<file path="src/rtl/esib_pkg.sv">
// shared types and constants of the edit script identity block
package esib_pkg;

    // fixed field widths
    localparam int GAP_W      = 24;
    localparam int CHAR_W     = 8;
    localparam int ID_W       = 17;
    localparam int MIN_LEN_W  = 24;
    localparam int KIND_W     = 2;

    // configuration port
    localparam int CFG_IDX_W  = 1;
    localparam int CFG_DATA_W = 24;
    localparam logic [CFG_IDX_W-1:0] REG_MIN_IDENTITY = 1'b0;
    localparam logic [CFG_IDX_W-1:0] REG_MIN_LENGTH   = 1'b1;

    // result buffer of one request
    localparam int MAX_RESULTS = 3;
    localparam int CNT_W       = 2;

    // divider step counter (one quotient bit per step)
    localparam int DIV_STEP_W  = 5;

    // edit operation codes
    typedef enum logic [KIND_W-1:0] {
        OP_PAIR  = 2'd0,
        OP_GAP_B = 2'd1,
        OP_GAP_A = 2'd2
    } op_kind_t;

    // result codes
    typedef enum logic [KIND_W-1:0] {
        RK_RUN     = 2'd0,
        RK_END     = 2'd1,
        RK_SUMMARY = 2'd2
    } res_kind_t;

    // walker sequencer states
    typedef enum logic [2:0] {
        ST_IDLE,
        ST_CHECK_PRE,
        ST_APPLY,
        ST_CHECK_POST,
        ST_DIV,
        ST_EMIT
    } state_t;

endpackage

</file>
<file path="src/rtl/esib_op_if.sv">
// edit operation request channel
interface esib_op_if #(
    parameter int POSITION_BITS = 24
);
    logic                          valid;
    logic                          ready;
    logic [esib_pkg::KIND_W-1:0]   op_kind;
    logic [esib_pkg::GAP_W-1:0]    gap_length;
    logic [esib_pkg::CHAR_W-1:0]   char_a;
    logic [esib_pkg::CHAR_W-1:0]   char_b;
    logic [POSITION_BITS-1:0]      base_a;
    logic [POSITION_BITS-1:0]      base_b;
    logic [POSITION_BITS-1:0]      len_a;
    logic [POSITION_BITS-1:0]      len_b;
    logic                          new_alignment;

    modport source (
        output valid, op_kind, gap_length, char_a, char_b,
               base_a, base_b, len_a, len_b, new_alignment,
        input  ready
    );
    modport sink (
        input  valid, op_kind, gap_length, char_a, char_b,
               base_a, base_b, len_a, len_b, new_alignment,
        output ready
    );
endinterface

</file>
<file path="src/rtl/esib_res_if.sv">
// result request channel
interface esib_res_if #(
    parameter int POSITION_BITS = 24
);
    logic                          valid;
    logic                          ready;
    logic [esib_pkg::KIND_W-1:0]   result_kind;
    logic [POSITION_BITS:0]        pos_a;
    logic [POSITION_BITS:0]        pos_b;
    logic [esib_pkg::ID_W-1:0]     identity;
    logic                          accepted;
    logic                          last_of_run;

    modport source (
        output valid, result_kind, pos_a, pos_b, identity, accepted, last_of_run,
        input  ready
    );
    modport sink (
        input  valid, result_kind, pos_a, pos_b, identity, accepted, last_of_run,
        output ready
    );
endinterface

</file>
<file path="src/rtl/esib_cfg_if.sv">
// configuration write channel
interface esib_cfg_if;
    logic                              valid;
    logic                              ready;
    logic [esib_pkg::CFG_IDX_W-1:0]    index;
    logic [esib_pkg::CFG_DATA_W-1:0]   data;

    modport source (output valid, index, data, input ready);
    modport sink   (input valid, index, data, output ready);
endinterface

</file>
<file path="src/rtl/edit_script_identity_and_blocks_core.sv">
// top level of the edit script identity and aligned-run anchor block
//
// Channels: op takes one edit operation per request (aligned pair or gap);
// res returns run anchors, end anchors and the identity summary, with
// last_of_run marking the final result caused by one operation; cfg writes
// min_identity (index 0) and min_length (index 1), always ready.
// Sequence: an operation is accepted and passes through pre check, apply and
// post check, then hands out its results in turn as each is taken, or returns
// to idle when it has none; an operation ignored after the summary, or one
// that finds both sides already exhausted, skips apply and post check. An
// operation that closes the alignment also passes through the bit-serial
// divider, which produces one quotient bit per cycle over 17 bits. op.ready
// stays low from acceptance until every result of that operation is taken.
// Reset clears thresholds, offsets, counters and flags; no clearing pass.
// A stalled receiver holds res.valid and the result fields steady, and no
// new operation is taken until the stall ends and the last result is taken.
module edit_script_identity_and_blocks_core #(
    parameter int POSITION_BITS = 24
) (
    input  logic         clk,
    input  logic         rst_n,
    esib_op_if.sink      op,
    esib_res_if.source   res,
    esib_cfg_if.sink     cfg
);
    logic [esib_pkg::ID_W-1:0]       min_identity_reg;
    logic [esib_pkg::MIN_LEN_W-1:0]  min_length_reg;

    logic                            div_start;
    logic                            div_done;
    logic [POSITION_BITS:0]          div_matches;
    logic [POSITION_BITS+1:0]        div_others;
    logic [esib_pkg::ID_W-1:0]       div_quot;

    // configuration registers
    assign cfg.ready = 1'b1;

    always_ff @(posedge clk or negedge rst_n)
    begin
        if (!rst_n)
        begin
            min_identity_reg <= '0;
            min_length_reg   <= '0;
        end
        else if (cfg.valid)
        begin
            case (cfg.index)
                esib_pkg::REG_MIN_IDENTITY:
                    min_identity_reg <= cfg.data[esib_pkg::ID_W-1:0];
                esib_pkg::REG_MIN_LENGTH:
                    min_length_reg <= cfg.data[esib_pkg::MIN_LEN_W-1:0];
                default:
                    min_length_reg <= min_length_reg;
            endcase
        end
    end

    // edit script walker and sequencer
    esib_walk #(
        .POSITION_BITS (POSITION_BITS)
    ) u_walk (
        .clk          (clk),
        .rst_n        (rst_n),
        .op           (op),
        .res          (res),
        .min_identity (min_identity_reg),
        .min_length   (min_length_reg),
        .div_start    (div_start),
        .div_matches  (div_matches),
        .div_others   (div_others),
        .div_done     (div_done),
        .div_quot     (div_quot)
    );

    // identity divider
    esib_div #(
        .POSITION_BITS (POSITION_BITS)
    ) u_div (
        .clk       (clk),
        .rst_n     (rst_n),
        .start     (div_start),
        .match_cnt (div_matches),
        .others    (div_others),
        .done      (div_done),
        .quot      (div_quot)
    );

endmodule

</file>
<file path="src/rtl/esib_div.sv">
// iterative restoring divider for the Q1.16 identity ratio
module esib_div #(
    parameter int POSITION_BITS = 24
) (
    input  logic                          clk,
    input  logic                          rst_n,
    input  logic                          start,
    input  logic [POSITION_BITS:0]        match_cnt,
    input  logic [POSITION_BITS+1:0]      others,
    output logic                          done,
    output logic [esib_pkg::ID_W-1:0]     quot
);
    localparam int DW = POSITION_BITS + 3;
    localparam int RW = POSITION_BITS + 4;
    localparam int QW = esib_pkg::ID_W;

    logic                              run_reg;
    logic                              done_reg;
    logic [esib_pkg::DIV_STEP_W-1:0]   step_reg;
    logic [RW-1:0]                     rem_reg;
    logic [DW-1:0]                     dvs_reg;
    logic [QW-1:0]                     quo_reg;
    logic                              zero_reg;

    logic [DW-1:0]                     total;
    logic [RW-1:0]                     trial;
    logic                              fits;
    logic                              last_step;

    // divisor is matches plus others
    assign total     = DW'(match_cnt) + DW'(others);
    assign last_step = step_reg == esib_pkg::DIV_STEP_W'(QW - 1);

    // first step compares the bare numerator, later steps shift in a zero
    assign trial = (step_reg == '0) ? rem_reg : {rem_reg[RW-2:0], 1'b0};
    assign fits  = trial >= RW'(dvs_reg);

    // control
    always_ff @(posedge clk or negedge rst_n)
    begin
        if (!rst_n)
        begin
            run_reg  <= 1'b0;
            done_reg <= 1'b0;
            step_reg <= '0;
        end
        else
        begin
            done_reg <= run_reg && last_step;
            if (start)
            begin
                run_reg  <= 1'b1;
                step_reg <= '0;
            end
            else if (run_reg)
            begin
                if (last_step)
                    run_reg <= 1'b0;
                step_reg <= step_reg + esib_pkg::DIV_STEP_W'(1);
            end
        end
    end

    // remainder and quotient
    always_ff @(posedge clk)
    begin
        if (start)
        begin
            rem_reg  <= RW'(match_cnt);
            dvs_reg  <= total;
            quo_reg  <= '0;
            zero_reg <= total == '0;
        end
        else if (run_reg)
        begin
            rem_reg <= fits ? (trial - RW'(dvs_reg)) : trial;
            quo_reg <= {quo_reg[QW-2:0], fits};
        end
    end

    assign done = done_reg;
    assign quot = zero_reg ? '0 : quo_reg;

endmodule

</file>
<file path="src/rtl/esib_walk.sv">
// edit script walker: counters, offsets, anchor and summary sequencer
module esib_walk #(
    parameter int POSITION_BITS = 24
) (
    input  logic                              clk,
    input  logic                              rst_n,
    esib_op_if.sink                           op,
    esib_res_if.source                        res,
    input  logic [esib_pkg::ID_W-1:0]         min_identity,
    input  logic [esib_pkg::MIN_LEN_W-1:0]    min_length,
    output logic                              div_start,
    output logic [POSITION_BITS:0]            div_matches,
    output logic [POSITION_BITS+1:0]          div_others,
    input  logic                              div_done,
    input  logic [esib_pkg::ID_W-1:0]         div_quot
);
    localparam int P   = POSITION_BITS;
    localparam int PW  = P + 1;
    localparam int OCW = P + 2;
    localparam int GW  = esib_pkg::GAP_W;
    localparam int AW  = ((PW > GW) ? PW : GW) + 1;
    localparam int OAW = ((OCW > GW) ? OCW : GW) + 1;
    localparam int LW  = (P > esib_pkg::MIN_LEN_W) ? P : esib_pkg::MIN_LEN_W;
    localparam int CW  = esib_pkg::CNT_W;
    localparam int NR  = esib_pkg::MAX_RESULTS;

    esib_pkg::state_t state_reg, state_next;

    // latched operation
    logic [esib_pkg::KIND_W-1:0]  op_kind_reg, op_kind_next;
    logic [GW-1:0]                gap_reg, gap_next;
    logic                         chars_eq_reg, chars_eq_next;

    // alignment state
    logic [P-1:0]    base_a_reg, base_a_next, base_b_reg, base_b_next;
    logic [P-1:0]    len_a_reg, len_a_next, len_b_reg, len_b_next;
    logic [PW-1:0]   offset_a_reg, offset_a_next, offset_b_reg, offset_b_next;
    logic [PW-1:0]   match_reg, match_next;
    logic [OCW-1:0]  other_reg, other_next;
    logic            in_run_reg, in_run_next;
    logic            blocks_done_reg, blocks_done_next;
    logic            summary_done_reg, summary_done_next;

    // result buffer
    logic [CW-1:0]                cnt_reg, cnt_next, idx_reg, idx_next;
    logic [esib_pkg::KIND_W-1:0]  kind_buf [NR];
    logic [PW-1:0]                pa_buf   [NR];
    logic [PW-1:0]                pb_buf   [NR];
    logic [esib_pkg::ID_W-1:0]    ident_reg, ident_next;
    logic                         acc_reg, acc_next;
    logic                         push;
    logic [esib_pkg::KIND_W-1:0]  push_kind;

    // combinational helpers
    logic            ea, eb, start_sum, last_taken;
    logic [P+1:0]    pos_a_sum, pos_b_sum;
    logic [PW-1:0]   pos_a_now, pos_b_now;
    logic [GW-1:0]   amt_a, amt_b, amt_o;
    logic            inc_m;
    logic [AW-1:0]   sum_a, sum_b;
    logic [OAW-1:0]  sum_o;
    logic [PW-1:0]   offa_sat, offb_sat, match_sat;
    logic [OCW-1:0]  other_sat;

    // current positions, saturated
    assign pos_a_sum = (P + 2)'(base_a_reg) + (P + 2)'(offset_a_reg);
    assign pos_b_sum = (P + 2)'(base_b_reg) + (P + 2)'(offset_b_reg);
    assign pos_a_now = pos_a_sum[P+1] ? {PW{1'b1}} : pos_a_sum[PW-1:0];
    assign pos_b_now = pos_b_sum[P+1] ? {PW{1'b1}} : pos_b_sum[PW-1:0];

    // exhaustion tests
    assign ea        = offset_a_reg >= PW'(len_a_reg);
    assign eb        = offset_b_reg >= PW'(len_b_reg);
    assign start_sum = !summary_done_reg && ea && eb;

    // step amounts of the latched operation
    always_comb
    begin
        amt_a = '0;
        amt_b = '0;
        amt_o = '0;
        inc_m = 1'b0;
        case (op_kind_reg)
            esib_pkg::OP_PAIR:
            begin
                amt_a = GW'(1);
                amt_b = GW'(1);
                inc_m = chars_eq_reg;
                amt_o = chars_eq_reg ? '0 : GW'(1);
            end
            esib_pkg::OP_GAP_B:
            begin
                amt_b = gap_reg;
                amt_o = gap_reg;
            end
            esib_pkg::OP_GAP_A:
            begin
                amt_a = gap_reg;
                amt_o = gap_reg;
            end
            default:
            begin
                amt_a = '0;
            end
        endcase
    end

    // saturating adders
    assign sum_a     = AW'(offset_a_reg) + AW'(amt_a);
    assign sum_b     = AW'(offset_b_reg) + AW'(amt_b);
    assign sum_o     = OAW'(other_reg) + OAW'(amt_o);
    assign offa_sat  = (sum_a > AW'({PW{1'b1}})) ? {PW{1'b1}} : sum_a[PW-1:0];
    assign offb_sat  = (sum_b > AW'({PW{1'b1}})) ? {PW{1'b1}} : sum_b[PW-1:0];
    assign other_sat = (sum_o > OAW'({OCW{1'b1}})) ? {OCW{1'b1}} : sum_o[OCW-1:0];
    assign match_sat = (inc_m && !(&match_reg)) ? match_reg + PW'(1) : match_reg;

    assign last_taken = res.valid && res.ready && (idx_reg == cnt_reg - CW'(1));

    // next state
    always_comb
    begin
        state_next = state_reg;
        case (state_reg)
            esib_pkg::ST_IDLE:
                if (op.valid)
                    state_next = esib_pkg::ST_CHECK_PRE;
            esib_pkg::ST_CHECK_PRE:
                if (start_sum)
                    state_next = esib_pkg::ST_DIV;
                else if (summary_done_reg)
                    state_next = esib_pkg::ST_EMIT;
                else
                    state_next = esib_pkg::ST_APPLY;
            esib_pkg::ST_APPLY:
                state_next = esib_pkg::ST_CHECK_POST;
            esib_pkg::ST_CHECK_POST:
                state_next = start_sum ? esib_pkg::ST_DIV : esib_pkg::ST_EMIT;
            esib_pkg::ST_DIV:
                if (div_done)
                    state_next = esib_pkg::ST_EMIT;
            esib_pkg::ST_EMIT:
                if (cnt_reg == '0 || last_taken)
                    state_next = esib_pkg::ST_IDLE;
            default:
                state_next = esib_pkg::ST_IDLE;
        endcase
    end

    // datapath and outputs of each state
    always_comb
    begin
        op_kind_next      = op_kind_reg;
        gap_next          = gap_reg;
        chars_eq_next     = chars_eq_reg;
        base_a_next       = base_a_reg;
        base_b_next       = base_b_reg;
        len_a_next        = len_a_reg;
        len_b_next        = len_b_reg;
        offset_a_next     = offset_a_reg;
        offset_b_next     = offset_b_reg;
        match_next        = match_reg;
        other_next        = other_reg;
        in_run_next       = in_run_reg;
        blocks_done_next  = blocks_done_reg;
        summary_done_next = summary_done_reg;
        cnt_next          = cnt_reg;
        idx_next          = idx_reg;
        ident_next        = ident_reg;
        acc_next          = acc_reg;
        push              = 1'b0;
        push_kind         = esib_pkg::RK_RUN;
        div_start         = 1'b0;
        case (state_reg)
            esib_pkg::ST_IDLE:
            begin
                cnt_next = '0;
                idx_next = '0;
                if (op.valid)
                begin
                    op_kind_next  = op.op_kind;
                    gap_next      = op.gap_length;
                    chars_eq_next = op.char_a == op.char_b;
                    if (op.new_alignment)
                    begin
                        base_a_next       = op.base_a;
                        base_b_next       = op.base_b;
                        len_a_next        = op.len_a;
                        len_b_next        = op.len_b;
                        offset_a_next     = '0;
                        offset_b_next     = '0;
                        match_next        = '0;
                        other_next        = '0;
                        in_run_next       = 1'b0;
                        blocks_done_next  = 1'b0;
                        summary_done_next = 1'b0;
                    end
                end
            end
            esib_pkg::ST_CHECK_PRE, esib_pkg::ST_CHECK_POST:
            begin
                if (!blocks_done_reg && (ea || eb))
                begin
                    push             = 1'b1;
                    push_kind        = esib_pkg::RK_END;
                    cnt_next         = cnt_reg + CW'(1);
                    blocks_done_next = 1'b1;
                end
                if (start_sum)
                begin
                    div_start         = 1'b1;
                    summary_done_next = 1'b1;
                end
            end
            esib_pkg::ST_APPLY:
            begin
                offset_a_next = offa_sat;
                offset_b_next = offb_sat;
                match_next    = match_sat;
                other_next    = other_sat;
                if (op_kind_reg == esib_pkg::OP_PAIR)
                begin
                    in_run_next = 1'b1;
                    if (!blocks_done_reg && !in_run_reg)
                    begin
                        push      = 1'b1;
                        push_kind = esib_pkg::RK_RUN;
                        cnt_next  = cnt_reg + CW'(1);
                    end
                end
                else if (op_kind_reg == esib_pkg::OP_GAP_A ||
                         op_kind_reg == esib_pkg::OP_GAP_B)
                begin
                    in_run_next = 1'b0;
                end
            end
            esib_pkg::ST_DIV:
            begin
                if (div_done)
                begin
                    push       = 1'b1;
                    push_kind  = esib_pkg::RK_SUMMARY;
                    cnt_next   = cnt_reg + CW'(1);
                    ident_next = div_quot;
                    acc_next   = (div_quot >= min_identity) &&
                                 (LW'(len_a_reg) >= LW'(min_length)) &&
                                 (LW'(len_b_reg) >= LW'(min_length));
                end
            end
            esib_pkg::ST_EMIT:
            begin
                if (res.valid && res.ready)
                    idx_next = idx_reg + CW'(1);
                if (cnt_reg == '0 || last_taken)
                    cnt_next = '0;
            end
            default:
            begin
                cnt_next = '0;
            end
        endcase
    end

    // control and alignment state
    always_ff @(posedge clk or negedge rst_n)
    begin
        if (!rst_n)
        begin
            state_reg        <= esib_pkg::ST_IDLE;
            base_a_reg       <= '0;
            base_b_reg       <= '0;
            len_a_reg        <= '0;
            len_b_reg        <= '0;
            offset_a_reg     <= '0;
            offset_b_reg     <= '0;
            match_reg        <= '0;
            other_reg        <= '0;
            in_run_reg       <= 1'b0;
            blocks_done_reg  <= 1'b0;
            summary_done_reg <= 1'b0;
            cnt_reg          <= '0;
            idx_reg          <= '0;
        end
        else
        begin
            state_reg        <= state_next;
            base_a_reg       <= base_a_next;
            base_b_reg       <= base_b_next;
            len_a_reg        <= len_a_next;
            len_b_reg        <= len_b_next;
            offset_a_reg     <= offset_a_next;
            offset_b_reg     <= offset_b_next;
            match_reg        <= match_next;
            other_reg        <= other_next;
            in_run_reg       <= in_run_next;
            blocks_done_reg  <= blocks_done_next;
            summary_done_reg <= summary_done_next;
            cnt_reg          <= cnt_next;
            idx_reg          <= idx_next;
        end
    end

    // payload registers
    always_ff @(posedge clk)
    begin
        op_kind_reg  <= op_kind_next;
        gap_reg      <= gap_next;
        chars_eq_reg <= chars_eq_next;
        ident_reg    <= ident_next;
        acc_reg      <= acc_next;
        if (push)
        begin
            kind_buf[cnt_reg] <= push_kind;
            pa_buf[cnt_reg]   <= pos_a_now;
            pb_buf[cnt_reg]   <= pos_b_now;
        end
    end

    // handshakes and result fields
    assign op.ready        = state_reg == esib_pkg::ST_IDLE;
    assign res.valid       = (state_reg == esib_pkg::ST_EMIT) && (cnt_reg != '0);
    assign res.result_kind = kind_buf[idx_reg];
    assign res.pos_a       = pa_buf[idx_reg];
    assign res.pos_b       = pb_buf[idx_reg];
    assign res.identity    = (kind_buf[idx_reg] == esib_pkg::RK_SUMMARY) ? ident_reg : '0;
    assign res.accepted    = (kind_buf[idx_reg] == esib_pkg::RK_SUMMARY) ? acc_reg : 1'b0;
    assign res.last_of_run = idx_reg == cnt_reg - CW'(1);

    assign div_matches = match_reg;
    assign div_others  = other_reg;

    // divider is started only from an exhaustion check
    a_div_start_src: assert property (@(posedge clk) disable iff (!rst_n)
        div_start |-> (state_reg == esib_pkg::ST_CHECK_PRE ||
                       state_reg == esib_pkg::ST_CHECK_POST))
        else $error("divider started outside an exhaustion check");

    // a new request only finds an empty result buffer
    a_idle_empty: assert property (@(posedge clk) disable iff (!rst_n)
        op.ready |-> cnt_reg == '0)
        else $error("result buffer not empty while taking a request");

    // a summary result only after the summary flag is set
    a_summary_flag: assert property (@(posedge clk) disable iff (!rst_n)
        (res.valid && res.result_kind == esib_pkg::RK_SUMMARY) |-> summary_done_reg)
        else $error("summary shown without summary flag");

    // the quotient is collected and results follow
    a_div_to_emit: assert property (@(posedge clk) disable iff (!rst_n)
        div_done |=> state_reg == esib_pkg::ST_EMIT)
        else $error("divider result not collected");

endmodule

</file>
<file path="src/flat_wrapper.sv">
// flat-port wrapper written by rule: the top's interface ports become plain ports
module edit_script_identity_and_blocks_core_flat 
#(
    parameter int POSITION_BITS = 24
)
  (clk, rst_n, op_valid, op_op_kind, op_gap_length, op_char_a, op_char_b, op_base_a, op_base_b, op_len_a, op_len_b, op_new_alignment, op_ready, res_valid, res_result_kind, res_pos_a, res_pos_b, res_identity, res_accepted, res_last_of_run, res_ready, cfg_valid, cfg_index, cfg_data, cfg_ready);
  esib_op_if #(.POSITION_BITS(POSITION_BITS)) op_i ();
  esib_res_if #(.POSITION_BITS(POSITION_BITS)) res_i ();
  esib_cfg_if cfg_i ();
  input  logic clk;
  input  logic rst_n;
  input wire logic [$bits(op_i.valid)-1:0] op_valid;
  input wire logic [$bits(op_i.op_kind)-1:0] op_op_kind;
  input wire logic [$bits(op_i.gap_length)-1:0] op_gap_length;
  input wire logic [$bits(op_i.char_a)-1:0] op_char_a;
  input wire logic [$bits(op_i.char_b)-1:0] op_char_b;
  input wire logic [$bits(op_i.base_a)-1:0] op_base_a;
  input wire logic [$bits(op_i.base_b)-1:0] op_base_b;
  input wire logic [$bits(op_i.len_a)-1:0] op_len_a;
  input wire logic [$bits(op_i.len_b)-1:0] op_len_b;
  input wire logic [$bits(op_i.new_alignment)-1:0] op_new_alignment;
  output wire logic [$bits(op_i.ready)-1:0] op_ready;
  output wire logic [$bits(res_i.valid)-1:0] res_valid;
  output wire logic [$bits(res_i.result_kind)-1:0] res_result_kind;
  output wire logic [$bits(res_i.pos_a)-1:0] res_pos_a;
  output wire logic [$bits(res_i.pos_b)-1:0] res_pos_b;
  output wire logic [$bits(res_i.identity)-1:0] res_identity;
  output wire logic [$bits(res_i.accepted)-1:0] res_accepted;
  output wire logic [$bits(res_i.last_of_run)-1:0] res_last_of_run;
  input wire logic [$bits(res_i.ready)-1:0] res_ready;
  input wire logic [$bits(cfg_i.valid)-1:0] cfg_valid;
  input wire logic [$bits(cfg_i.index)-1:0] cfg_index;
  input wire logic [$bits(cfg_i.data)-1:0] cfg_data;
  output wire logic [$bits(cfg_i.ready)-1:0] cfg_ready;
  assign op_i.valid = op_valid;
  assign op_i.op_kind = op_op_kind;
  assign op_i.gap_length = op_gap_length;
  assign op_i.char_a = op_char_a;
  assign op_i.char_b = op_char_b;
  assign op_i.base_a = op_base_a;
  assign op_i.base_b = op_base_b;
  assign op_i.len_a = op_len_a;
  assign op_i.len_b = op_len_b;
  assign op_i.new_alignment = op_new_alignment;
  assign op_ready = op_i.ready;
  assign res_valid = res_i.valid;
  assign res_result_kind = res_i.result_kind;
  assign res_pos_a = res_i.pos_a;
  assign res_pos_b = res_i.pos_b;
  assign res_identity = res_i.identity;
  assign res_accepted = res_i.accepted;
  assign res_last_of_run = res_i.last_of_run;
  assign res_i.ready = res_ready;
  assign cfg_i.valid = cfg_valid;
  assign cfg_i.index = cfg_index;
  assign cfg_i.data = cfg_data;
  assign cfg_ready = cfg_i.ready;
  edit_script_identity_and_blocks_core #(.POSITION_BITS(POSITION_BITS)) u_core (.clk(clk), .rst_n(rst_n), .op(op_i), .res(res_i), .cfg(cfg_i));
endmodule
</file>
<file path="config.mk">
export PLATFORM = sky130hd
export DESIGN_NAME = edit_script_identity_and_blocks_core_flat
export DESIGN_NICKNAME = d
export VERILOG_FILES = /design/src/rtl/esib_pkg.sv /design/src/rtl/esib_op_if.sv /design/src/rtl/esib_res_if.sv /design/src/rtl/esib_cfg_if.sv /design/src/rtl/edit_script_identity_and_blocks_core.sv /design/src/rtl/esib_div.sv /design/src/rtl/esib_walk.sv /design/src/flat_wrapper.sv
export SDC_FILE = /design/constraint.sdc
export NUM_CORES = 1
export LEC_CHECK = 0
export ABC_CLOCK_PERIOD_IN_PS = 8750
export BUFFER_PORTS_ARGS = -buffer_cell sky130_fd_sc_hd__buf_2
export CAP_MARGIN = 20
export CORE_ASPECT_RATIO = 1.2
export CORE_UTILIZATION = 30
export CTS_CLUSTER_SIZE = 30
export DETAILED_ROUTE_END_ITERATION = 10
export HOLD_SLACK_MARGIN = 0.03
export PLACE_DENSITY = 0.55
export SLEW_MARGIN = 20
export SYNTH_ARGS = -nofsm -noshare
export SYNTH_HDL_FRONTEND = slang
export SYNTH_SLANG_ARGS = --single-unit
export TNS_END_PERCENT = 1
</file>
<file path="constraint.sdc">
create_clock -name clk -period 8.75 [get_ports clk]
set_clock_uncertainty 0.2 [all_clocks]
set_input_delay 1.75 -clock clk [delete_from_list [all_inputs] [get_ports clk]]
set_output_delay 1.75 -clock clk [all_outputs]
set_load 0.01 [all_outputs]
</file>
==> flow_metrics.env <==
export IMPL_status="finished with violations"
export IMPL_violations="DRC"
export IMPL_yosys_top_cells_area="edfxtp_1, dfrtp_1, ha_1"
export IMPL_core_area_sq_mm=0.1067
export IMPL_yosysMostFrequentCell="nand2_1"
export IMPL_ant_nets=0
export IMPL_wl_per_cell_microns=19.60
export IMPL_setup_tns_final_ns=0
export IMPL_final_core_util_pct=34.88
export IMPL_hold_depth=2
export IMPL_routed_via_density=5.065
export IMPL_grt_overflow_total=0
export IMPL_max_slew_margin_pct=24.59
export IMPL_grt_usage_pct=17.48
export IMPL_synth_edff_count=254
export IMPL_power_density_mw_per_mm2=346.4
export IMPL_ys_seq_area_share_pct=44.48
export IMPL_path_clk_slew_ns=0.06
export IMPL_antenna_found_initial=6
export IMPL_syn_avg_cell_area_sq_um=9.811
export IMPL_synthTopCellsByCount="nand2_1, ha_1, dfrtp_1"
export IMPL_cts_tree="done"
export IMPL_grt_pass1_vias=24350
export IMPL_htree_levels=2
export IMPL_io_buffers=241
export IMPL_hold_class="reg -> reg"
export IMPL_crit_chain="inv_1 -> ha_1 -> nor3b_1 -> nor2b_2 -> buf_4 -> mux2_2 -> ha_1 -> a21oi_1 -> o21ai_0 -> a211oi_1 -> o31ai_1 -> o41ai_1 -> and2_1 -> buf_4 -> nor2_1 -> a211oi_1 -> a21oi_1"
export IMPL_dieArea_sq_mm=0.1093
export IMPL_reg2reg_depth=17
export IMPL_die_y_microns=362.0
export IMPL_cts_root_buf="clkbuf_16"
export IMPL_crit_slowest_cell="nor2b_2"
export IMPL_critPathBufInv=3
export IMPL_cp_max_fo=24
export IMPL_finalHoldViolations=0
export IMPL_cts_resized=0
export IMPL_hold_path_startpoint="u_core.u_walk.base_b_reg[14]$_DFFE_PN0P_"
export IMPL_fmax_mhz=170.8
export IMPL_synth_top_cell_area_share_pct=23.54
export IMPL_worstMarginPinSlew_ns=1.130
export IMPL_fin_area_sq_mm=0.03722
export IMPL_syn_to_final_growth_pct=14.90
export IMPL_cts_setup_buffers=0
export IMPL_worstReg2RegStart="u_core.u_div.step_reg[0]$_DFFE_PN0P_"
export IMPL_dr_total_vias=25140
export IMPL_drc=24
export IMPL_syn_inst=3302
export IMPL_p_leak_nw=16.71
export IMPL_numCtsBuffers=58
export IMPL_syn_area_sq_mm=0.03240
export IMPL_irDropWorstVdd_v=0.0002008
export IMPL_critPathKind="reg -> reg"
export IMPL_r2r_slack_ns=2.89
export IMPL_globalplace_congestion=0.8654
export IMPL_synthArstFlopShare_pct=48.20
export IMPL_max_stage_delay_ns=0.70
export IMPL_crit_required_ns=8.90
export IMPL_dr_first_iter_drc_count=1772
export IMPL_drive_gt1_share_pct=12.91
export IMPL_totalWireLength_microns=97270
export IMPL_cts_sinks=529
export IMPL_rsz0062_at_grt="no"
export IMPL_setup_violations=0
export IMPL_detailed_place_hpwl_microns=73980
export IMPL_first_pass_iters=9
export IMPL_clk_latency_ns=0.68
export IMPL_crit_path_start_kind="register"
export IMPL_cp_end_kind="register"
export IMPL_initial_core_util_pct=30.36
export IMPL_ys_seq_elements=529
export IMPL_critical_path_arrival_ns=6.01
export IMPL_grt_max_degree=137
export IMPL_cts_hold_buffers_added=0
export IMPL_fin_nets=3985
export IMPL_io_pins=243
export IMPL_path_delay_family="compound AO/OA/AOI/OAI gates"
export IMPL_yosys_warnings=0
export IMPL_min_period_ns=5.855
export IMPL_place_area_sq_mm=0.03520
export IMPL_yosysUniqueCellTypes=78
export IMPL_whs_endpoint="u_core.u_walk.base_b_reg[14]$_DFFE_PN0P_"
export IMPL_timing_final_crit_share_pct=66.92
export IMPL_fp_row_count=131
export IMPL_clockBufferDepth=3
export IMPL_die_w_microns=302.0
export IMPL_r2r_end="u_core.u_div.rem_reg[24]$_DFFE_PP_"
export IMPL_synth_top_area_cell="edfxtp_1"
export IMPL_synth_nets=3773
export IMPL_drv_cap=0
export IMPL_finalMaxSlewViolations=0
export IMPL_synthFlopType="dfrtp_1"
export IMPL_grt_pass1_wl_microns=146000
how the worst max path moves through the flow:
stage	start	to	slack [ns]	cells after the start
2_1_floorplan	u_core.u_div.step_reg[0]$_DFFE_PN0P_	u_core.u_div.rem_reg[13]$_DFFE_PP_	3.73	19
3_3_place_gp	u_core.u_div.step_reg[0]$_DFFE_PN0P_	u_core.u_div.rem_reg[24]$_DFFE_PP_	2.90	17
3_5_place_dp	u_core.u_div.step_reg[0]$_DFFE_PN0P_	u_core.u_div.rem_reg[24]$_DFFE_PP_	2.85	17
4_1_cts	u_core.u_div.step_reg[0]$_DFFE_PN0P_	u_core.u_div.rem_reg[24]$_DFFE_PP_	2.83	17
5_1_grt	u_core.u_div.step_reg[0]$_DFFE_PN0P_	u_core.u_div.rem_reg[24]$_DFFE_PP_	2.43	17
6_report	u_core.u_div.step_reg[0]$_DFFE_PN0P_	u_core.u_div.rem_reg[24]$_DFFE_PP_	2.89	17
logic make-up after synthesis:
logic type / after synthesis / synth area share, %
simple gates: 1060 / 15.32
compound gates: 817 / 16.23
flops: 529 / 44.48
fa+ha+maj: 302 / 11.83
buf+inv: 299 / 3.476
xor+xnor: 160 / 4.326
mux: 134 / 4.341
other cells: 1 / 0.01158
stage by stage:
stage          std cells  power (mW)  hold WS [ns]  setup slack, ns
6_report            4963       12.89        0.2877            2.895
2_1_floorplan       3302       8.519        0.2520            3.725
4_1_cts             4960       13.01        0.2916            2.831
3_5_place_dp        4850       10.40        0.2733            2.847
3_3_place_gp        4850       10.32        0.2648            2.897
5_1_grt             4960       13.87        0.3055            2.428
worst register-to-register path: stages (launching register included):
cell	delay, ns
dfrtp_1	0.42
inv_1	0.07
ha_1	0.13
nor3b_1	0.26
nor2b_2	0.70
buf_4	0.37
mux2_2	0.38
ha_1	0.34
a21oi_1	0.17
o21ai_0	0.11
a211oi_1	0.46
o31ai_1	0.15
o41ai_1	0.51
and2_1	0.57
buf_4	0.39
nor2_1	0.10
a211oi_1	0.21
a21oi_1	0.06
area by class of cell:
cell class | instances | area (sq um)
tap | 1396 | 1747
multi-input combinational | 2474 | 16920
antenna | 3 | 7.507
clock buffer | 75 | 1618
clock inverter | 35 | 386.6
inverter | 182 | 683.2
timing repair buffer | 269 | 1451
fill | 10800 | 69480
sequential | 529 | 14410
layer usage:
layer  vias up  track usage (%)  part of all wire [%]
met4         2            5.268                   2.8
met5         -                0                 0.021
li1      12320                -                     -
met2       526            31.02                    50
met3       125            1.857                   4.1
met1     12170            22.11                    43
cells in the final DEF (no fill, tap or decap), types with 11 or more instances in the layout:
cell type and count:
a211oi_1 27, a21o_1 93, a21oi_1 192, a221o_1 46, a31oi_1 27, and2_1 94, and3_1 27, buf_2 240
buf_4 26, clkbuf_16 60, clkinv_2 15, dfrtp_1 253, dfxtp_1 20, edfxtp_1 254, ha_1 295, inv_1 181
mux2_2 52, mux2i_1 82, nand2_1 456, nand2b_1 23, nand3_1 46, nand4_1 37, nor2_1 195, nor2b_1 45
nor3_1 48, nor4_1 15, o211ai_1 16, o21a_1 36, o21ai_0 247, o21bai_1 26, o31a_1 11, o31ai_1 11
or3_1 14, xnor2_1 95, xor2_1 65
report_power, final:
| part | internal (mW) | switching [mW] |
|---|---|---|
| clock network | 1.44 | 1.11 |
| registers | 3.66 | 0.621 |
| logic | 2.43 | 3.63 |
(Power assumes the default switching activity.)
